### config.mk
export PLATFORM = sky130hd
export DESIGN_NAME = preemptive_priority_scheduler_unit
export DESIGN_NICKNAME = d
export VERILOG_FILES = /design/src/rtl/core/psch_pkg.sv /design/src/rtl/core/preemptive_priority_scheduler_unit.sv /design/src/rtl/core/psch_ram.sv
export SDC_FILE = /design/constraint.sdc
export NUM_CORES = 1
export LEC_CHECK = 0
export ABC_CLOCK_PERIOD_IN_PS = 8500
export BUFFER_PORTS_ARGS = -buffer_cell sky130_fd_sc_hd__buf_2
export CAP_MARGIN = 15
export CORE_ASPECT_RATIO = 2
export CORE_MARGIN = 2
export CORE_UTILIZATION = 40
export DETAILED_ROUTE_END_ITERATION = 10
export PLACE_DENSITY_LB_ADDON = 0.05
export SKIP_LAST_GASP = 1
export SYNTH_ARGS = -nofsm -noshare
export SYNTH_HDL_FRONTEND = slang
export SYNTH_SLANG_ARGS = --single-unit
### constraint.sdc
create_clock -name i_clk -period 8.5 [get_ports i_clk]
set_input_delay 1.7 -clock i_clk [delete_from_list [all_inputs] [get_ports i_clk]]
set_output_delay 1.7 -clock i_clk [all_outputs]
set_load 0.05 [all_outputs]
### src/rtl/core/psch_pkg.sv
`default_nettype none
package psch_pkg;

    // fixed field widths of the item ports
    localparam int SLOT_ID_W = 4;
    localparam int PRIO_IN_W = 8;
    localparam int BURST_IN_W = 16;
    localparam int TIME_W = 32;

    // default sizes handed to the top level
    localparam int DEF_MAX_TASKS = 16;
    localparam int DEF_PRIO_BITS = 8;
    localparam int DEF_BURST_BITS = 16;

    // request codes
    localparam logic REQ_ARRIVE = 1'b0;
    localparam logic REQ_TICK = 1'b1;

    // saturating increment of a time or idle counter
    function automatic logic [TIME_W-1:0] sat_inc(input logic [TIME_W-1:0] v);
        logic [TIME_W-1:0] r;
        r = (v == {TIME_W{1'b1}}) ? v : v + 1'b1;
        return r;
    endfunction

endpackage
`default_nettype wire

### src/rtl/core/preemptive_priority_scheduler_unit.sv
`default_nettype none
// channel   direction  handshake             payload
// request   in         i_valid / o_ready     i_req_type i_slot_id i_task_priority i_burst_length
// result    out        o_valid / i_ready     o_accepted o_running_slot o_cpu_idle o_first_run
//                                            o_finished o_now_time o_idle_ticks
//
// an arrival passes through S_ARR; a tick passes through S_SCAN and then S_UPD, with the
// one comparator walking the slot memory an entry a cycle through its registered read port
// reset (synchronous, active low) clears busy and started bits and both counters; slot
// memory contents are left as they are and read only behind a busy bit
// a finished result waits in the output register while the next request is taken; that
// request's final step holds until the result register is free
module preemptive_priority_scheduler_unit #(
    parameter int MAX_TASKS = psch_pkg::DEF_MAX_TASKS,
    parameter int PRIO_BITS = psch_pkg::DEF_PRIO_BITS,
    parameter int BURST_BITS = psch_pkg::DEF_BURST_BITS
) (
    input  wire logic                             i_clk,
    input  wire logic                             i_rst_n,
    input  wire logic                             i_valid,
    output logic                                  o_ready,
    input  wire logic                             i_req_type,
    input  wire logic [psch_pkg::SLOT_ID_W-1:0]   i_slot_id,
    input  wire logic [psch_pkg::PRIO_IN_W-1:0]   i_task_priority,
    input  wire logic [psch_pkg::BURST_IN_W-1:0]  i_burst_length,
    output logic                                  o_valid,
    input  wire logic                             i_ready,
    output logic                                  o_accepted,
    output logic      [psch_pkg::SLOT_ID_W-1:0]   o_running_slot,
    output logic                                  o_cpu_idle,
    output logic                                  o_first_run,
    output logic                                  o_finished,
    output logic      [psch_pkg::TIME_W-1:0]      o_now_time,
    output logic      [psch_pkg::TIME_W-1:0]      o_idle_ticks
);

    import psch_pkg::*;

    localparam int SLOT_W = $clog2(MAX_TASKS);
    localparam int CNT_W = SLOT_W + 1;
    localparam int WORD_W = PRIO_BITS + TIME_W + BURST_BITS;
    localparam logic [CNT_W-1:0] LAST_CNT = CNT_W'(MAX_TASKS);

    localparam logic [1:0] S_IDLE = 2'd0;
    localparam logic [1:0] S_ARR  = 2'd1;
    localparam logic [1:0] S_SCAN = 2'd2;
    localparam logic [1:0] S_UPD  = 2'd3;

    logic [1:0]             r_state;
    logic [SLOT_ID_W-1:0]   r_slot;
    logic [PRIO_BITS-1:0]   r_prio;
    logic [BURST_BITS-1:0]  r_burst;
    logic [MAX_TASKS-1:0]   r_busy;
    logic [MAX_TASKS-1:0]   r_started;
    logic [TIME_W-1:0]      r_time;
    logic [TIME_W-1:0]      r_idle;

    logic [CNT_W-1:0]       r_idx;
    logic                   r_cmp_vld;
    logic [SLOT_W-1:0]      r_cmp_idx;
    logic                   r_best_vld;
    logic [SLOT_W-1:0]      r_best_idx;
    logic [PRIO_BITS-1:0]   r_best_prio;
    logic [TIME_W-1:0]      r_best_arr;
    logic [BURST_BITS-1:0]  r_best_rem;

    logic                   r_o_valid;
    logic                   r_o_acc;
    logic [SLOT_ID_W-1:0]   r_o_slot;
    logic                   r_o_idle;
    logic                   r_o_first;
    logic                   r_o_fin;

    logic                   in_xfer;
    logic                   out_free;
    logic [SLOT_W-1:0]      arr_addr;
    logic                   arr_ok;
    logic                   ram_we;
    logic [SLOT_W-1:0]      ram_waddr;
    logic [WORD_W-1:0]      ram_wdata;
    logic [WORD_W-1:0]      ram_rdata;
    logic [PRIO_BITS-1:0]   rd_prio;
    logic [TIME_W-1:0]      rd_arr;
    logic [BURST_BITS-1:0]  rd_rem;
    logic                   cmp_win;
    logic [BURST_BITS-1:0]  rem_dec;

    assign in_xfer  = i_valid && o_ready;
    assign o_ready  = (r_state == S_IDLE);
    assign out_free = !r_o_valid || i_ready;

    // arrival admission: slot in range, slot free, non-zero burst
    assign arr_addr = SLOT_W'(r_slot);
    assign arr_ok   = ({{(TIME_W-SLOT_ID_W){1'b0}}, r_slot} < TIME_W'(MAX_TASKS))
                      && !r_busy[arr_addr] && (r_burst != '0);

    // slot memory fields
    assign {rd_prio, rd_arr, rd_rem} = ram_rdata;
    assign rem_dec = r_best_rem - 1'b1;

    // candidate beats current best: lower priority, then earlier arrival
    assign cmp_win = r_busy[r_cmp_idx] &&
                     (!r_best_vld || (rd_prio < r_best_prio) ||
                      ((rd_prio == r_best_prio) && (rd_arr < r_best_arr)));

    // memory write: install on arrival, write back remaining work on tick
    always_comb begin
        ram_we    = 1'b0;
        ram_waddr = arr_addr;
        ram_wdata = {r_prio, r_time, r_burst};
        case (r_state)
            S_ARR: begin
                ram_we = out_free && arr_ok;
            end
            S_UPD: begin
                ram_we    = out_free && r_best_vld;
                ram_waddr = r_best_idx;
                ram_wdata = {r_best_prio, r_best_arr, rem_dec};
            end
            default: begin
                ram_we = 1'b0;
            end
        endcase
    end

    psch_ram #(
        .WIDTH (WORD_W),
        .DEPTH (MAX_TASKS)
    ) u_slot_ram (
        .i_clk   (i_clk),
        .i_we    (ram_we),
        .i_waddr (ram_waddr),
        .i_wdata (ram_wdata),
        .i_raddr (r_idx[SLOT_W-1:0]),
        .o_rdata (ram_rdata)
    );

    // request capture
    always_ff @(posedge i_clk) begin
        if (in_xfer) begin
            r_slot  <= i_slot_id;
            r_prio  <= PRIO_BITS'(i_task_priority);
            r_burst <= BURST_BITS'(i_burst_length);
        end
    end

    // scan datapath: one slot compared per cycle
    always_ff @(posedge i_clk) begin
        if (r_state == S_SCAN) begin
            r_cmp_idx <= r_idx[SLOT_W-1:0];
            if (r_idx != LAST_CNT) begin
                r_idx <= r_idx + 1'b1;
            end
            if (r_cmp_vld && cmp_win) begin
                r_best_idx  <= r_cmp_idx;
                r_best_prio <= rd_prio;
                r_best_arr  <= rd_arr;
                r_best_rem  <= rd_rem;
            end
        end else begin
            r_idx <= '0;
        end
    end

    // sequencer, slot flags, counters and result register
    always_ff @(posedge i_clk) begin
        if (!i_rst_n) begin
            r_state    <= S_IDLE;
            r_busy     <= '0;
            r_started  <= '0;
            r_time     <= '0;
            r_idle     <= '0;
            r_cmp_vld  <= 1'b0;
            r_best_vld <= 1'b0;
            r_o_valid  <= 1'b0;
        end else begin
            if (r_o_valid && i_ready) begin
                r_o_valid <= 1'b0;
            end
            case (r_state)
                S_IDLE: begin
                    r_cmp_vld  <= 1'b0;
                    r_best_vld <= 1'b0;
                    if (in_xfer) begin
                        r_state <= (i_req_type == REQ_TICK) ? S_SCAN : S_ARR;
                    end
                end
                S_ARR: begin
                    if (out_free) begin
                        if (arr_ok) begin
                            r_busy[arr_addr]    <= 1'b1;
                            r_started[arr_addr] <= 1'b0;
                        end
                        r_o_valid <= 1'b1;
                        r_o_acc   <= arr_ok;
                        r_o_slot  <= '0;
                        r_o_idle  <= 1'b0;
                        r_o_first <= 1'b0;
                        r_o_fin   <= 1'b0;
                        r_state   <= S_IDLE;
                    end
                end
                S_SCAN: begin
                    r_cmp_vld <= (r_idx != LAST_CNT);
                    if (r_cmp_vld && cmp_win) begin
                        r_best_vld <= 1'b1;
                    end
                    if (r_idx == LAST_CNT) begin
                        r_state <= S_UPD;
                    end
                end
                S_UPD: begin
                    if (out_free) begin
                        r_o_valid <= 1'b1;
                        r_o_acc   <= 1'b0;
                        r_time    <= sat_inc(r_time);
                        if (r_best_vld) begin
                            r_o_slot  <= SLOT_ID_W'(r_best_idx);
                            r_o_idle  <= 1'b0;
                            r_o_first <= !r_started[r_best_idx];
                            r_o_fin   <= (rem_dec == '0);
                            r_started[r_best_idx] <= (rem_dec != '0);
                            if (rem_dec == '0) begin
                                r_busy[r_best_idx] <= 1'b0;
                            end
                        end else begin
                            r_o_slot  <= '0;
                            r_o_idle  <= 1'b1;
                            r_o_first <= 1'b0;
                            r_o_fin   <= 1'b0;
                            r_idle    <= sat_inc(r_idle);
                        end
                        r_state <= S_IDLE;
                    end
                end
                default: begin
                    r_state <= S_IDLE;
                end
            endcase
        end
    end

    // result ports
    assign o_valid        = r_o_valid;
    assign o_accepted     = r_o_acc;
    assign o_running_slot = r_o_slot;
    assign o_cpu_idle     = r_o_idle;
    assign o_first_run    = r_o_first;
    assign o_finished     = r_o_fin;
    assign o_now_time     = r_time;
    assign o_idle_ticks   = r_idle;

endmodule
`default_nettype wire

### src/rtl/core/psch_ram.sv
`default_nettype none
module psch_ram #(
    parameter int WIDTH = 8,
    parameter int DEPTH = 16
) (
    input  wire logic                     i_clk,
    input  wire logic                     i_we,
    input  wire logic [$clog2(DEPTH)-1:0] i_waddr,
    input  wire logic [WIDTH-1:0]         i_wdata,
    input  wire logic [$clog2(DEPTH)-1:0] i_raddr,
    output logic      [WIDTH-1:0]         o_rdata
);

    logic [WIDTH-1:0] r_mem [DEPTH];

    // one write port, one registered read port
    always_ff @(posedge i_clk) begin
        if (i_we) begin
            r_mem[i_waddr] <= i_wdata;
        end
        o_rdata <= r_mem[i_raddr];
    end

endmodule
`default_nettype wire
==> summary.md <==
| Metric | Value |
|---|---|
| # rows | `174` |
| Final hold vios | `0` |
| WL/cell | `28.6 um` |
| Cells after Synth | `2400` |
| Setup TNS | `0 ps` |
| Nets | `2666` |
| Req. time, crit path | `8820 ps` |
| Remaining antenna violation count | `0` |
| Syn Nets | `2478` |
| Mean Syn Cell Area | `18.8 um^2` |
| Part of the cycle the worst path needs | `53.8%` |
| Fin crit period | `4570 ps` |
| Pwr Density | `222 nW/um^2` |
| Peak supply drop | `183 uV` |
| Via density | `5.62` |
| Total Routing Usage GR | `20.7%` |
| Placed inst area | `47900 um^2` |
| CTS Root Cell | `clkbuf_16` |
| Clk Latency, worst-skew pair | `710 ps` |
| Synth area leader | `edfxtp_1` |
| Starting Density | `40.2%` |
| Synthesized area | `45200 um^2` |
| Fin. max-slew vios | `0` |
| Top sig layer | `met5` |
| Initial antenna violation count | `5` |
| Clk slew on worst S/H paths | `70 ps` |
| Place WS | `3660 ps` |
| P&R area growth vs syn | `13.8%` |
| Register area share after synthesis | `73.3%` |
| RSZ-0062 raised after global routing | `no` |
| CTS buffer count | `105` |
| I/O Buffers | `106` |
| Clock sinks | `1158` |
| Slew @ Worst Pin | `1130 ps` |
| Wire length on met1 | `46800 um` |
| Met3 wire len | `4770 um` |
| # DRC | `0` |
| CTS max path bufs | `3` |
| Global-route wire length before repair | `174000 um` |
| Non-Filler Instances | `4171` |
| Setup bufs post-CTS | `0` |
| Remaining global-route overflow | `0` |
| Design Power | `11.4 mW` |
| FFs w/ async S/R, synth | `0%` |
| Final core occ | `45.8%` |
| Vias in the first global route | `24700` |
| Critical Path Source Type | `register` |
| Post-synthesis cell type count | `58` |
| Max-Cap Viols | `0` |
| Ys flop type | `edfxtp_1` |
| Met2 routed WL | `64600 um` |
| Worst endpoint data arrival time | `4900 ps` |
| Leak Pwr | `17.2 nW` |
| Post-CTS Resized | `0` |
| HPWL after DPL | `71200 um` |
| Commonest cells after routing, fill and taps aside | `996 x edfxtp_1, 292 x mux4_2, 158 x dfxtp_1, 117 x nand2_1, 108 x clkbuf_16` |
| Area contributors post-synth | `edfxtp_1 66%, mux4_2 15%, dfxtp_1 7.2%` |
| Max Fanout on Critical Path | `63` |
| Critical path type | `register to register` |
| Hold Path Class | `register to register` |
| DIE AREA | `116000 um^2` |
| H-tree depth | `3` |
| F_max | `219 MHz` |
| Crit end category | `register` |
| CTS tree | `yes` |
| Synthesized flop and latch total | `1158` |
| Yosys Warn Count | `0` |
| Status | `completed` |
| GP Congestion | `0.842` |
| Placed Cells | `3958` |
| Die Wd | `242 um` |
| Die Y | `479 um` |
| Total number of vias | `23400` |
| Hold_ws | `410 ps` |
| TritonRoute pass-1 iters | `5` |
| Share of cells above drive strength 1 | `25.9%` |
| 1st-iter DRT viols | `1734` |
| Final wirelength | `119000 um` |
| Most common cell after layout, fill and taps aside | `edfxtp_1` |
| Share of Yosys cell area claimed by the top area cell type | `66.2%` |
| EDFF count, synth | `996` |
| Final Cell Area | `51400 um^2` |
| CTS Hold Bufs | `0` |
| Largest net degree at the start of global routing | `113` |
| Worst slew margin | `24.3%` |
| Core Area | `112000 um^2` |
| Skew final | `25.5 ps` |
| Number of top-level pins | `107` |
| Final setup fails | `0` |
| Final WS setup | `3930 ps` |
sequential cells by signal, summed over array words and instances, names as in the netlist, 2 cells and up:
name and cells:
r_started 16, r_best_arr 32, r_burst 16, r_cmp_idx 4, r_best_prio 8, r_busy 16
r_state 2, r_best_idx 4, r_idx 5, u_slot_ram.o_rdata 56, r_best_rem 16, r_prio 8
o_now_time 32, u_slot_ram.r_mem 896, o_running_slot 4, o_idle_ticks 32, arr_addr 4
per-layer routing:
metal | global-route usage, % | up-vias
li1 | - | 10100
met2 | 38.4 | 572
met1 | 25.0 | 12600
met3 | 2.93 | 147
met4 | 6.15 | 2
met5 | 0 | -
path summary, 6_finish.rpt:
| path | start | to | slack, ps | depth (start not counted) |
|---|---|---|---|---|
| max reg2reg | r_state[1] | u_slot_ram.r_mem[6][8] | 3930 | 6 |
| min | u_slot_ram.o_rdata[13] | r_best_rem[13] | 410 | 0 |
| min reg2reg | u_slot_ram.o_rdata[13] | r_best_rem[13] | 410 | 0 |
| max | r_state[1] | u_slot_ram.r_mem[6][8] | 3930 | 6 |
where the power goes:
part           total (mW)  switching, mW  internal, mW
Combinational       0.409          0.251         0.159
Clock                4.77           2.13          2.64
Sequential           6.23         0.0339          6.19
Total                11.4           2.41          8.99
final cells by class:
type	instances	area [um^2]
timing repair buffer	206	1300
multi-input combinational	1058	11400
sequential	1158	33200
tap	1496	1870
antenna	1	2.50
clock buffer	136	2880
clock inverter	57	544
inverter	59	221
fill	9739	60900
cells in the mapped netlist (all sizes together), types with 12 or more instances:
cell type  count
a21oi         35
a31oi         12
a41oi         12
and2          17
and3          14
buf           28
clkbuf        97
dfxtp        162
edfxtp       996
ha            45
inv           59
mux4         292
nand2        118
nand3         42
nand4         34
nor2          88
nor3          51
nor4          14
o21ai         81
o311ai        16
or3           17
xnor2         32
xor2          32
worst max-delay path, stage by stage (launching register included):
cell and delay, ps:
dfxtp_1 530, nand2_4 460, nor3b_1 820, a21oi_1 360, or2_2 480, nor2_4 700, buf_4 750
cell families (layout without fill, tap and decap cells):
group,Yosys count,count (layout),share of synthesized area (%)
and+or+nand+nor,443,443,4.93
buffers and inverters,184,458,1.61
adders and majority gates,45,45,1.25
other,0,1,0
muxes,301,301,14.8
DFF,1158,1158,73.3
xor gates and xnor gates,64,64,1.24
AOI/OAI and AO/OA,205,205,2.88
No activity file was read; power rests on OpenSTA's default activity.
